==> src/hdl/lps_pkg.sv <==
`timescale 1ns / 1ps
// ----------------------------------------------------------------------------
// Line pixel stepper package
// Shared widths and the line descriptor passed from the front end to the
// walker.
// ----------------------------------------------------------------------------
package lps_pkg;

  localparam int COORD_W = 6;
  localparam int IDX_W   = 12;
  localparam int ERR_W   = 8;
  localparam int CNT_W   = 6;

  localparam logic [CNT_W-1:0] LAST_COUNT = {CNT_W{1'b1}};

  typedef struct packed {
    logic [COORD_W-1:0] x;
    logic [COORD_W-1:0] y;
    logic [COORD_W-1:0] xe;
    logic [COORD_W-1:0] ye;
    logic [COORD_W-1:0] dx;
    logic [COORD_W-1:0] ady;
    logic               sx_neg;
    logic               sy_neg;
    logic [ERR_W-1:0]   err;
  } line_desc_t;

endpackage

==> src/hdl/line_pixel_stepper.sv <==
`timescale 1ns / 1ps
// ----------------------------------------------------------------------------
// Line pixel stepper
// Walks a line segment with the integer Bresenham rule and gives one
// transaction per covered pixel with its column, row and linear index.
// ----------------------------------------------------------------------------
// A line of N pixels (N is the larger of the column and row distances plus
// one, 1 to 64) is loaded from the two-entry descriptor queue and then
// walked by the walker, which updates the error term once per cycle. Lines
// are accepted into that queue while the walker is
// busy. The output register holds each pixel until it is popped, and the
// walker stalls while a pixel waits there unpopped. pixel_index is x plus y
// times SCREEN_WIDTH, truncated to 12 bits; coordinates are not clipped.
module line_pixel_stepper #(
  parameter int SCREEN_WIDTH = 64
) (
  input  logic                         clk,
  input  logic                         rst_n,
  input  logic                         in_push,
  output logic                         in_full,
  input  logic [lps_pkg::COORD_W-1:0]  in_start_x,
  input  logic [lps_pkg::COORD_W-1:0]  in_start_y,
  input  logic [lps_pkg::COORD_W-1:0]  in_end_x,
  input  logic [lps_pkg::COORD_W-1:0]  in_end_y,
  output logic                         out_empty,
  input  logic                         out_pop,
  output logic [lps_pkg::COORD_W-1:0]  out_pixel_x,
  output logic [lps_pkg::COORD_W-1:0]  out_pixel_y,
  output logic [lps_pkg::IDX_W-1:0]    out_pixel_index,
  output logic                         out_last_pixel
);

  lps_pkg::line_desc_t front_desc;
  lps_pkg::line_desc_t q_data;
  logic                q_empty;
  logic                q_pop;

  lps_front u_front (
    .start_x (in_start_x),
    .start_y (in_start_y),
    .end_x   (in_end_x),
    .end_y   (in_end_y),
    .desc    (front_desc)
  );

  lps_queue u_queue (
    .clk     (clk),
    .rst_n   (rst_n),
    .push    (in_push),
    .wr_data (front_desc),
    .full    (in_full),
    .pop     (q_pop),
    .empty   (q_empty),
    .rd_data (q_data)
  );

  lps_walker #(
    .SCREEN_WIDTH (SCREEN_WIDTH)
  ) u_walker (
    .clk             (clk),
    .rst_n           (rst_n),
    .q_empty         (q_empty),
    .q_data          (q_data),
    .q_pop           (q_pop),
    .out_empty       (out_empty),
    .out_pop         (out_pop),
    .out_pixel_x     (out_pixel_x),
    .out_pixel_y     (out_pixel_y),
    .out_pixel_index (out_pixel_index),
    .out_last_pixel  (out_last_pixel)
  );

endmodule

==> src/hdl/lps_front.sv <==
`timescale 1ns / 1ps
// ----------------------------------------------------------------------------
// Line pixel stepper front end
// Turns the two endpoints of a line into the walk descriptor: distances,
// step directions and the starting error term.
// ----------------------------------------------------------------------------
module lps_front (
  input  logic [lps_pkg::COORD_W-1:0] start_x,
  input  logic [lps_pkg::COORD_W-1:0] start_y,
  input  logic [lps_pkg::COORD_W-1:0] end_x,
  input  logic [lps_pkg::COORD_W-1:0] end_y,
  output lps_pkg::line_desc_t         desc
);

  logic [lps_pkg::COORD_W-1:0] dx;
  logic [lps_pkg::COORD_W-1:0] ady;

  always_comb begin
    dx  = (end_x > start_x) ? (end_x - start_x) : (start_x - end_x);
    ady = (end_y > start_y) ? (end_y - start_y) : (start_y - end_y);
    desc.x      = start_x;
    desc.y      = start_y;
    desc.xe     = end_x;
    desc.ye     = end_y;
    desc.dx     = dx;
    desc.ady    = ady;
    desc.sx_neg = !(start_x < end_x);
    desc.sy_neg = !(start_y < end_y);
    desc.err    = {2'b00, dx} - {2'b00, ady};
  end

endmodule

==> src/hdl/lps_queue.sv <==
`timescale 1ns / 1ps
// ----------------------------------------------------------------------------
// Line pixel stepper descriptor queue
// Two-entry queue that decouples line acceptance from the pixel walk.
// ----------------------------------------------------------------------------
module lps_queue (
  input  logic                clk,
  input  logic                rst_n,
  input  logic                push,
  input  lps_pkg::line_desc_t wr_data,
  output logic                full,
  input  logic                pop,
  output logic                empty,
  output lps_pkg::line_desc_t rd_data
);

  lps_pkg::line_desc_t mem_r [2];
  logic                wr_ptr_r;
  logic                rd_ptr_r;
  logic [1:0]          count_r;
  logic                do_push;
  logic                do_pop;

  assign full    = (count_r == 2'd2);
  assign empty   = (count_r == 2'd0);
  assign do_push = push && !full;
  assign do_pop  = pop && !empty;
  assign rd_data = mem_r[rd_ptr_r];

  always_ff @(posedge clk) begin
    if (!rst_n) begin
      wr_ptr_r <= 1'b0;
      rd_ptr_r <= 1'b0;
      count_r  <= 2'd0;
    end else begin
      if (do_push) begin
        wr_ptr_r <= !wr_ptr_r;
      end
      if (do_pop) begin
        rd_ptr_r <= !rd_ptr_r;
      end
      count_r <= count_r + {1'b0, do_push} - {1'b0, do_pop};
    end
  end

  always_ff @(posedge clk) begin
    if (do_push) begin
      mem_r[wr_ptr_r] <= wr_data;
    end
  end

`ifndef NO_ASSERTIONS
  a_count_bound: assert property (@(posedge clk) disable iff (!rst_n)
    count_r != 2'd3)
    else $error("descriptor queue count out of range");

  a_ptr_match: assert property (@(posedge clk) disable iff (!rst_n)
    (count_r == 2'd0 || count_r == 2'd2) |-> (wr_ptr_r == rd_ptr_r))
    else $error("descriptor queue pointers disagree with count");
`endif

endmodule

==> src/hdl/lps_walker.sv <==
`timescale 1ns / 1ps
// ----------------------------------------------------------------------------
// Line pixel stepper walker
// Steps one pixel per cycle, unless a pixel waits untaken, with the Bresenham
// error rule and holds each pixel in an output register until it is taken.
// ----------------------------------------------------------------------------
module lps_walker #(
  parameter int SCREEN_WIDTH = 64
) (
  input  logic                         clk,
  input  logic                         rst_n,
  input  logic                         q_empty,
  input  lps_pkg::line_desc_t          q_data,
  output logic                         q_pop,
  output logic                         out_empty,
  input  logic                         out_pop,
  output logic [lps_pkg::COORD_W-1:0]  out_pixel_x,
  output logic [lps_pkg::COORD_W-1:0]  out_pixel_y,
  output logic [lps_pkg::IDX_W-1:0]    out_pixel_index,
  output logic                         out_last_pixel
);

  lps_pkg::line_desc_t          cur_r;
  logic                         busy_r;
  logic [lps_pkg::CNT_W-1:0]    cnt_r;
  logic                         out_valid_r;
  logic [lps_pkg::COORD_W-1:0]  out_x_r;
  logic [lps_pkg::COORD_W-1:0]  out_y_r;
  logic [lps_pkg::IDX_W-1:0]    out_idx_r;
  logic                         out_last_r;

  logic signed [lps_pkg::ERR_W:0] e2;
  logic signed [lps_pkg::ERR_W:0] neg_ady;
  logic signed [lps_pkg::ERR_W:0] pos_dx;
  logic                           move_x;
  logic                           move_y;
  logic                           last_c;
  logic                           advance;
  logic [lps_pkg::COORD_W-1:0]    x_nxt;
  logic [lps_pkg::COORD_W-1:0]    y_nxt;
  logic [lps_pkg::ERR_W-1:0]      err_nxt;
  logic [lps_pkg::IDX_W-1:0]      idx_c;

  always_comb begin
    e2      = {cur_r.err[lps_pkg::ERR_W-1], cur_r.err} <<< 1;
    neg_ady = -$signed({3'b000, cur_r.ady});
    pos_dx  = $signed({3'b000, cur_r.dx});
    move_x  = (e2 >= neg_ady);
    move_y  = (e2 <= pos_dx);
    last_c  = ((cur_r.x == cur_r.xe) && (cur_r.y == cur_r.ye)) ||
              (move_x && (cur_r.x == cur_r.xe)) ||
              (move_y && (cur_r.y == cur_r.ye)) ||
              (cnt_r == lps_pkg::LAST_COUNT);
    x_nxt   = cur_r.x;
    y_nxt   = cur_r.y;
    err_nxt = cur_r.err;
    if (move_x) begin
      x_nxt   = cur_r.sx_neg ? (cur_r.x - 1'b1) : (cur_r.x + 1'b1);
      err_nxt = err_nxt - {2'b00, cur_r.ady};
    end
    if (move_y) begin
      y_nxt   = cur_r.sy_neg ? (cur_r.y - 1'b1) : (cur_r.y + 1'b1);
      err_nxt = err_nxt + {2'b00, cur_r.dx};
    end
    idx_c = lps_pkg::IDX_W'({6'b0, cur_r.x}) +
            lps_pkg::IDX_W'(cur_r.y * SCREEN_WIDTH);
  end

  assign advance = busy_r && (!out_valid_r || out_pop);
  assign q_pop   = !busy_r && !q_empty;

  always_ff @(posedge clk) begin
    if (!rst_n) begin
      busy_r      <= 1'b0;
      out_valid_r <= 1'b0;
      cnt_r       <= '0;
    end else begin
      if (q_pop) begin
        busy_r <= 1'b1;
        cnt_r  <= '0;
      end else if (advance) begin
        busy_r <= !last_c;
        cnt_r  <= cnt_r + 1'b1;
      end
      if (advance) begin
        out_valid_r <= 1'b1;
      end else if (out_pop) begin
        out_valid_r <= 1'b0;
      end
    end
  end

  always_ff @(posedge clk) begin
    if (q_pop) begin
      cur_r <= q_data;
    end else if (advance) begin
      cur_r.x   <= x_nxt;
      cur_r.y   <= y_nxt;
      cur_r.err <= err_nxt;
    end
    if (advance) begin
      out_x_r    <= cur_r.x;
      out_y_r    <= cur_r.y;
      out_idx_r  <= idx_c;
      out_last_r <= last_c;
    end
  end

  assign out_empty       = !out_valid_r;
  assign out_pixel_x     = out_x_r;
  assign out_pixel_y     = out_y_r;
  assign out_pixel_index = out_idx_r;
  assign out_last_pixel  = out_last_r;

`ifndef NO_ASSERTIONS
  a_load_idle: assert property (@(posedge clk) disable iff (!rst_n)
    q_pop |-> !busy_r)
    else $error("new line loaded while a walk is in progress");

  a_last_ends: assert property (@(posedge clk) disable iff (!rst_n)
    (advance && last_c) |=> (!busy_r && out_valid_r && out_last_r))
    else $error("walk did not end on its last pixel");

  a_step_unit: assert property (@(posedge clk) disable iff (!rst_n)
    (advance && !last_c) |=> (busy_r && !out_last_r))
    else $error("walk stopped before its last pixel");

  a_nonfinal_moves: assert property (@(posedge clk) disable iff (!rst_n)
    (advance && !last_c) |-> (move_x || move_y))
    else $error("walk step moved neither coordinate");
`endif

endmodule
==> config.mk <==
export PLATFORM = sky130hd
export DESIGN_NAME = line_pixel_stepper
export DESIGN_NICKNAME = d
export VERILOG_FILES = /design/src/hdl/lps_pkg.sv /design/src/hdl/line_pixel_stepper.sv /design/src/hdl/lps_front.sv /design/src/hdl/lps_queue.sv /design/src/hdl/lps_walker.sv
export SDC_FILE = /design/constraint.sdc
export NUM_CORES = 1
export LEC_CHECK = 0
export ABC_AREA = 1
export BUFFER_PORTS_ARGS = -buffer_cell sky130_fd_sc_hd__buf_2
export CORE_AREA = 8 8 192 194
export CTS_BUF_LIST = sky130_fd_sc_hd__clkbuf_8 sky130_fd_sc_hd__clkbuf_16
export CTS_CLUSTER_SIZE = 25
export DETAILED_ROUTE_END_ITERATION = 10
export DIE_AREA = 0 0 200 202
export MAX_ROUTING_LAYER = met4
export PLACE_DENSITY = 0.41
export SETUP_SLACK_MARGIN = 0.4
export SYNTH_ARGS = -nofsm -noshare
export SYNTH_HDL_FRONTEND = slang
export SYNTH_SLANG_ARGS = --single-unit
==> constraint.sdc <==
create_clock -name clk -period 9.2 [get_ports clk]
set_input_delay 2.3 -clock clk [delete_from_list [all_inputs] [get_ports clk]]
set_output_delay 2.3 -clock clk [all_outputs]
set_load 0.02 [all_outputs]
[After elaboration in Yosys (flattened, before gate mapping)]
Memory sizes are Yosys's and may differ from the RTL's. A register that Yosys moved wholly into a read port is not among the register bits.
Index checks and enable logic that the tools add are counted.
Word-level totals
  RAM bits: 92
  bits in registers: 83
  logic and storage cells: 95
  ROM bits: 0
  input bits: 28
  memories: 1
  output and inout bits: 27
  bits in latches: 0
Memories
  u_queue.mem_r: words 2, bits a word 46, read ports 1, clocked after memory_dff 1, wr ports 1, RTL line lps_queue.sv:17  | lps_pkg::line_desc_t mem_r [2];
Cells by class
  multiply operators: 0
  reductions and logical operators: 28
  bitwise operators: 1
  divide/modulo/power cells: 0
  mux-type cells: 20
  add/subtract/negate cells: 16
  shifts and indexed selects: 0
  order comparisons: 6
  eq/ne operators: 4
Operator list (count)
  $mux 6: 6
  $mux 8: 4
  $mux 12: 2
  $sub 6x6->6: 4
  $add 6x1->6 const B: 3
  $add 6x12->12: 1
  $eq 6x6->1: 2
  $gt 6x6->1: 2
  $lt 6x6->1: 2
  $sub 6x1->6 const B: 2
  $ge 9x9->1: 1
  $le 9x7->1: 1
  $logic_not 1->1: 9
  $neg 6->9: 1
  $add 8x6->8: 1
  $mux 1: 8
  $reduce_bool 2->1: 4
  $sub 8x6->8: 1
  $logic_and 1x1->1: 7
  $sub 6x6->7: 1
  $eq 6x6->1 const B: 1
  $logic_or 1x1->1: 4
  $reduce_and 2->1: 2
  $add 2x1->2: 1
  5 further kinds: 5

[Depth between registers and ports, before layout]
Gate-level depths: netlist of the first run.
  word-level depth: 9
  depth in mapped cells: 30
  mapped depth without buffers: 29

[Cells and area by module]
From an unflattened synthesis of the first run, not the netlist that was laid out.
Second synthesis, totals
  cell total of the unflattened synthesis: 943
  area, all modules: 9759.4 um2
By module, submodules not included
  lps_walker: area an instance 4314.1 um2, times used 1, cells an instance 491, sequential area each 1931.9 um2
  lps_queue: area an instance 3769.9 um2, times used 1, cells an instance 181, sequential area each 2862.7 um2
  lps_front: area an instance 1675.4 um2, times used 1, cells an instance 271, sequential area each 0.0 um2

[Worst setup path before layout of the first run]
Ideal clock, no wire load.
  path type: input-to-reg
  start: input port in_start_x[3] (netlist bit)
  end: memory u_queue.mem_r[0][5] (netlist bit), data pin
  setup time: 269 ps
  cell stages on the path: 15
  data arrival time: 4574 ps
  required time: 8931 ps
  slack: 4357 ps
  cell sequence: inv_1 > ha_1 > buf_2 > nand4_2 > o221ai_1 > o21ai_2 > o21ai_1 > xnor2_1 > inv_1 > ha_1 > nand2_1 > o21ai_0 > a21oi_1 > o21ai_0 > xor2_1
RTL lines
  from (decl): RTL line line_pixel_stepper.sv:21  | input logic [lps_pkg::COORD_W-1:0] in_start_x,
  to (decl): RTL line lps_queue.sv:17

==> results of run 1 <==
layout make-up:
class                           count  area share (%)
Clock inverter                     14          0.8946
Timing Repair Buffer               59           3.015
Sequential cell                   162           46.38
Clock buffer                       17           4.167
Multi-Input combinational cell    517           35.22
Inverter                          129           4.743
Tap cell                          455           5.576
power groups by stage:
stage / combinational (mW) / sequential, mW / clock (mW)
detailed placement: 1.74 / 1.30 / 0
floorplan: 1.33 / 1.26 / 0
CTS: 1.75 / 1.28 / 0.659
global route: 1.96 / 1.31 / 0.683
finish: 1.72 / 1.28 / 0.636
global placement: 1.75 / 1.30 / 0
critical path: stages:
cell	delay (ps)
buf_2	120
inv_1	50
ha_1	420
nand4_2	200
o221ai_1	280
o21ai_2	180
o21ai_0	430
inv_1	130
fa_1	470
o21ai_0	320
nand2_1	90
nand2_1	70
a21oi_1	60
flip-flops by register name, indices dropped and copies added, names as in the netlist, named ones only:
| signal | count |
|---|---|
| u_queue.mem_r | 90 |
| u_walker.cur_r | 46 |
| u_walker.busy_r | 1 |
| u_walker.out_last_pixel | 1 |
| u_walker.out_valid_r | 1 |
| u_queue.wr_ptr_r | 1 |
| u_walker.cnt_r | 6 |
| u_walker.out_pixel_index | 12 |
| u_queue.count_r | 2 |
| u_queue.rd_ptr_r | 1 |
final timing paths:
kind,start,to,slack [ps],cells past startpoint
worst max register to register,u_walker.cur_r[10],u_walker.cur_r[6],5060,23
worst max-delay path,in_start_x[2],u_queue.mem_r[0][7],4270,13
worst min register to register,u_queue.count_r[1],u_queue.count_r[1],450,1
worst min-delay path,u_queue.count_r[1],u_queue.count_r[1],450,1
routing by layer:
metal  GRT usage (%)  vias to the layer above  wire length [um]  part of all wire (%)
li1                -                     2931                 -                     -
met1           15.19                     2690             10950                    54
met2           15.17                       79              8667                    43
met3           1.863                       10               538                   2.6
met4           2.760                        0               158                  0.78
met5               -                        -                 0                     0
through the flow:
stage          utilization (%)  instances  total power, mW  setup slack [ps]
2_1_floorplan                -        839            2.594              4357
3_3_place_gp             28.55       1322            3.048              3879
3_5_place_dp             28.55       1322            3.036              3788
4_1_cts                  30.08       1353            3.690              4244
5_1_grt                  30.08       1353            3.953              3921
6_report                 30.08       1353            3.635              4266
placed cells by master (no fill, tap or decap), types with 8 or more instances in the layout:
master       n
edfxtp_1   149
nand2_1    143
inv_1      129
ha_1        69
buf_2       54
a21oi_1     43
o21ai_0     38
mux2_2      31
nand3_1     29
nor2_1      26
xor2_1      22
xnor2_1     19
clkbuf_16   17
dfxtp_1     12
o211ai_1     9
fa_1         9
nor3_1       8
cells by family after synthesis:
kind of cell	after synthesis	share of synthesized area (%)
buffers and inverters	160	7.437
adders and majority gates	78	11.62
muxes	38	4.680
AOI/OAI and AO/OA	125	8.259
xor gates and xnor gates	41	3.997
and+or+nand+nor	235	11.31
DFF	162	52.70
==> flow_summary.yaml, run 1 <==
run_status:
  status: "complete, no violations"
critical_path:
  start_kind: "primary input"
  required_ps: 9370
  arrival_ps: 5100
  end_kind: "flop"
  cp_max_fo: 8
  crit_type: "primary input to flop"
logic_synthesis:
  synth-main-ff-cell: "edfxtp_1"
  yosysMostFrequentCell: "edfxtp_1"
  synthDominantCellAreaShare_pct: 49.81
  async_reset_ff_share_pct: 0
  netlist_top_cells_area: "edfxtp_1 50%, ha_1 9.6%, nand2_1 6.0%, inv_1 5.3%, mux2_2 3.9%"
  ys_ff_latch: 162
  yosys_warnings: 0
  yosys-top-cells-count: "149 x edfxtp_1, 143 x nand2_1, 128 x inv_1, 69 x ha_1, 43 x a21oi_1"
  synth_nets: 945
  yosysSeqAreaShare_pct: 52.70
  synth.avg_cell_area_sq_um: 10.71
  syn-cell-area_sq_mm: 0.008984
  synth.largest_area_cell: "edfxtp_1"
  synthCells: 839
  synth_edf_count: 149
  synth_cell_types: 46
clock_tree:
  clock_sinks: 162
  htree_levels: 4
  cts-hold-fix-buffers: 0
  clk_latency_ps: 420
  post_cts_resized: 0
  cts.path.max_buffers: 2
  clk_pin_slew_ps: 70
  cts_buffers: 17
  postCtsSetupBuffers: 0
  root_buffer: "clkbuf_16"
  cts_tree: "done"
timing:
  clock.fmax_mhz: 202.7
  skew_ps: 11.58
  rsz0062_at_grt: "false"
  fin_tns_setup_ps: 0
  worst_pin_slew_ps: 1027
  hold_violations: 0
  max_slew_margin_pct: 30.80
  slew_violations: 0
  finalSetupViolations: 0
  period_needed_ps: 4934
  period_share_pct: 53.63
  holdWs_ps: 449.3
die:
  die_w_um: 200
  ios: 55
  initial_core_util_pct: 26.46
  core_sq_mm: 0.03395
  dieArea_sq_mm: 0.04040
  fp.dieH_um: 202
  rows: 68
layout:
  post-route-cell-area_sq_mm: 0.01021
  num_antenna_cells: 0
  fill_cells: 3510
  multiInputGateArea_sq_mm: 0.003596
  drive_above_1_share_pct: 16.93
  ff_latch_area_sq_mm: 0.004736
  area_growth_pct: 13.65
  num-nets-final: 992
power:
  p_leak_nw: 4.289
  swShare_pct: 41.35
  seq_power_share_pct: 35.2
  pwr-share-clk_pct: 17.5
  internal_power_mw: 2.132
  p_switching_mw: 1.503
  pwr-share-comb_pct: 47.3
  power_density_mw_per_mm2: 356.0
  irDropWorstVdd_mv: 0.1523
global_routing:
  grt_start_max_net_pins: 54
  grt_overflow_total: 0
  track_usage_pct: 10.60
  antenna_found_initial: 0
  first_global_vias: 5539
  grt_pass1_wl_um: 31720
placement:
  place_area_sq_mm: 0.009693
  gp_congestion: 0.8032
  io_buffer_count: 54
  dpl.hpwl_um: 14830
worst_hold_path:
  hp-class: "flop to flop"
flow_run:
  max_cap_violations: 0
detailed_routing:
  drc: 0
  drt_first_iter_violations: 298
  wl_per_cell_um: 15.01
  wirelength_um: 20310
  route.vias.total: 5710
  drtPass1Iterations: 4
  ant_nets: 0
  vias_per_cell: 4.220
(Power assumes the default switching activity.)
==> run 2, diff against run 1 <==
--- a/config.mk
+++ b/config.mk
@@ -5,13 +5,13 @@
 export SDC_FILE = /design/constraint.sdc
 export NUM_CORES = 1
 export LEC_CHECK = 0
-export ABC_AREA = 1
+export ABC_AREA = 0
 export BUFFER_PORTS_ARGS = -buffer_cell sky130_fd_sc_hd__buf_2
-export CORE_AREA = 8 8 192 194
+export CORE_AREA = 8 8 188 190
 export CTS_BUF_LIST = sky130_fd_sc_hd__clkbuf_8 sky130_fd_sc_hd__clkbuf_16
 export CTS_CLUSTER_SIZE = 25
 export DETAILED_ROUTE_END_ITERATION = 10
-export DIE_AREA = 0 0 200 202
+export DIE_AREA = 0 0 196 198
 export MAX_ROUTING_LAYER = met4
 export PLACE_DENSITY = 0.41
 export SETUP_SLACK_MARGIN = 0.4
==> constraint.sdc (replaced) <==
create_clock -name clk -period 4.95 [get_ports clk]
set_input_delay 1.2375 -clock clk [delete_from_list [all_inputs] [get_ports clk]]
set_output_delay 1.2375 -clock clk [all_outputs]
set_load 0.02 [all_outputs]
==> run 2 against run 1 <==
  * Routed wire length decreased by 5.3%
  * Cell count decreased by 16%
  * Non-clock buffer count increased by 3
  * Area after synthesis decreased by 4.5%
  * Largest cell class unchanged
  * Largest power group unchanged
==> flow_summary.yaml, run 2 <==
layout:
  area_growth_pct: 14.85
  num_antenna_cells: 0
  largest_reg_flops: 90
  drive_above_1_share_pct: 19.75
  post-route-cell-area_sq_mm: 0.009851
  regMostFlops: "u_queue.mem_r"
  utilization_pct: 30.59
  num-nets-final: 829
  final_common_cell: "edfxtp_1"
  final_cell_mix: "149 x edfxtp_1, 71 x inv_1, 69 x ha_1, 54 x buf_2, 40 x a21oi_1"
logic_synthesis:
  synth_edf_count: 149
  synth-simple-area-share_pct: 5.631
  synthDominantCellAreaShare_pct: 52.17
  synth_top_family_by_area: "adder cells"
  synthCells: 666
  synth_nets: 772
  netlist_top_cells_area: "edfxtp_1 52%, ha_1 10%, mux2_2 4.7%, xnor2_1 3.6%, inv_1 3.2%"
  synthAdderAreaFrac_pct: 12.17
  ys_ff_latch: 162
  synth.avg_cell_area_sq_um: 12.88
  yosys-top-cells-count: "149 x edfxtp_1, 72 x inv_1, 69 x ha_1, 41 x a21oi_1, 36 x mux2_2"
  yosysMostFrequentCell: "edfxtp_1"
  synth-main-ff-cell: "edfxtp_1"
  yosysSeqAreaShare_pct: 55.20
  synth_cell_types: 54
  yosys_warnings: 0
  synth.area.mux_share_pct: 6.944
  syn-cell-area_sq_mm: 0.008577
  synth_compound_area_share_pct: 9.526
  synth_xor_area_share_pct: 5.718
  async_reset_ff_share_pct: 0
  synth.largest_area_cell: "edfxtp_1"
placement:
  place_area_sq_mm: 0.009281
  dpl_worst_slack_ps: 376.0
  io_buffer_count: 54
  gp_congestion: 0.8285
  dpl.hpwl_um: 14000
die:
  initial_core_util_pct: 26.63
  rows: 66
  dieArea_sq_mm: 0.03881
  core_sq_mm: 0.03221
  fp.dieH_um: 198
  die_w_um: 196
  ios: 55
timing:
  skew_ps: 9.073
  max_slew_margin_pct: 38.47
  finalSetupViolations: 0
  period_needed_ps: 4191
  worst_slack_ps: 758.6
  slew_violations: 0
  period_share_pct: 84.67
  worst_pin_slew_ps: 922.9
  fin_tns_setup_ps: 0
  hold_violations: 0
  holdWs_ps: 486.8
  clock.fmax_mhz: 238.6
  rsz0062_at_grt: "false"
detailed_routing:
  wl_met1_um: 8960
  highest_layer: "met4"
  drc: 0
  vias_per_cell: 4.510
  ant_nets: 0
  wl_met2_um: 9421
  wirelength_um: 19230
  wl_met3_um: 580
  drt_first_iter_violations: 282
  drtPass1Iterations: 4
  route.vias.total: 5150
  wl_per_cell_um: 16.84
power:
  irDropWorstVdd_mv: 0.2405
  pwr-share-clk_pct: 17.9
  swShare_pct: 38.45
  seq_power_share_pct: 36.0
  p_switching_mw: 2.572
  power_density_mw_per_mm2: 679.0
  p_leak_nw: 3.873
  internal_power_mw: 4.117
  pwr-share-comb_pct: 46.1
global_routing:
  first_global_vias: 5458
  grt_start_max_net_pins: 49
  antenna_found_initial: 0
  track_usage_pct: 10.61
  grt_pass1_wl_um: 30750
  grt_overflow_total: 0
worst_hold_path:
  worstHoldPathCells: 2
  worstHoldStart: "u_walker.cnt_r[1]"
  hp-class: "flop to flop"
  hold_end: "u_walker.cnt_r[1]"
critical_path:
  start_kind: "flop"
  cp_max_fo: 7
  r2r_end: "u_walker.cur_r[6]"
  end_kind: "flop"
  arrival_ps: 4340
  r2r_start: "u_walker.cur_r[10]"
  required_ps: 5100
  reg2regPathDepth: 18
  rrSetupSlack_ps: 760
  crit_type: "flop to flop"
clock_tree:
  root_buffer: "clkbuf_16"
  clk_pin_slew_ps: 60
  cts_buffers: 17
  clk_latency_ps: 430
  clock_sinks: 162
  cts_tree: "done"
  htree_levels: 4
  cts-hold-fix-buffers: 0
  cts.path.max_buffers: 2
run_status:
  status: "complete, no violations"
flow_run:
  max_cap_violations: 0
run 2: what timing repair did:
action / CTS / global route
setup buffers: 0 / 2
pin swaps: 0 / 2
gates cloned: 0 / 0
gates resized for setup: 1 / 6
endpoints found under the setup margin: 1 / 4
run 2: critical path: stages (launching register included):
cell and delay [ps]:
edfxtp_1 410, clkinv_1 100, ha_1 180, nand2_1 130, nor4_4 170, ha_1 290, a21o_1 200, a2111oi_2 370
o311a_2 300, nor2_4 80, mux2i_1 170, ha_1 220, fa_1 410, a21o_1 190, a21oi_2 170, o21bai_1 80
a21oi_1 200, o211a_1 160, o31ai_1 70
run 2: kinds of logic after synthesis:
| logic type | Yosys count |
|---|---|
| AOI/OAI and AO/OA | 123 |
| xor gates and xnor gates | 56 |
| adders and majority gates | 78 |
| buffers and inverters | 98 |
| DFF | 162 |
| muxes | 55 |
| and+or+nand+nor | 94 |
run 2: per-stage QoR:
| stage | total power [mW] | std cells |
|---|---|---|
| 6_report | 6.689 | 1142 |
| 5_1_grt | 7.251 | 1142 |
| 4_1_cts | 6.724 | 1140 |
| 3_5_place_dp | 5.483 | 1110 |
| 3_3_place_gp | 5.445 | 1110 |
| 2_1_floorplan | 4.676 | 666 |
run 2: power groups by stage:
| stage | Sequential [mW] | Clock, mW | Combinational [mW] |
|---|---|---|---|
| finish | 2.41 | 1.20 | 3.09 |
| global route | 2.46 | 1.29 | 3.50 |
| detailed placement | 2.44 | 0 | 3.04 |
| floorplan | 2.34 | 0 | 2.34 |
| CTS | 2.41 | 1.23 | 3.08 |
| global placement | 2.43 | 0 | 3.01 |
run 2: layout make-up:
class | instances | area [sq um]
Clock buffer | 17 | 425.4
Clock inverter | 13 | 98.84
Fill cell | 3235 | 22360
Inverter | 74 | 277.8
Multi-Input combinational cell | 406 | 3472
Sequential cell | 162 | 4736
Tap cell | 408 | 510.5
Timing Repair Buffer | 62 | 330.3
run 2: how the worst max path moves through the flow:
stage	start	endpoint	slack, ps	cells past startpoint
global placement	in_start_x[3]	u_queue.mem_r[0][7]	420	14
floorplan	in_start_y[3]	u_queue.mem_r[0][5]	980	14
detailed placement	in_start_x[3]	u_queue.mem_r[0][7]	380	14
finish	u_walker.cur_r[10]	u_walker.cur_r[6]	760	18
global route	u_walker.cur_r[10]	u_walker.cur_r[6]	440	18
CTS	u_walker.cur_r[11]	u_walker.cur_r[6]	410	18
run 2: routing by layer:
layer,track usage (%),up-vias
met5,-,-
met4,3.313,0
met3,2.241,19
met2,17.49,70
met1,12.92,2540
li1,-,2521
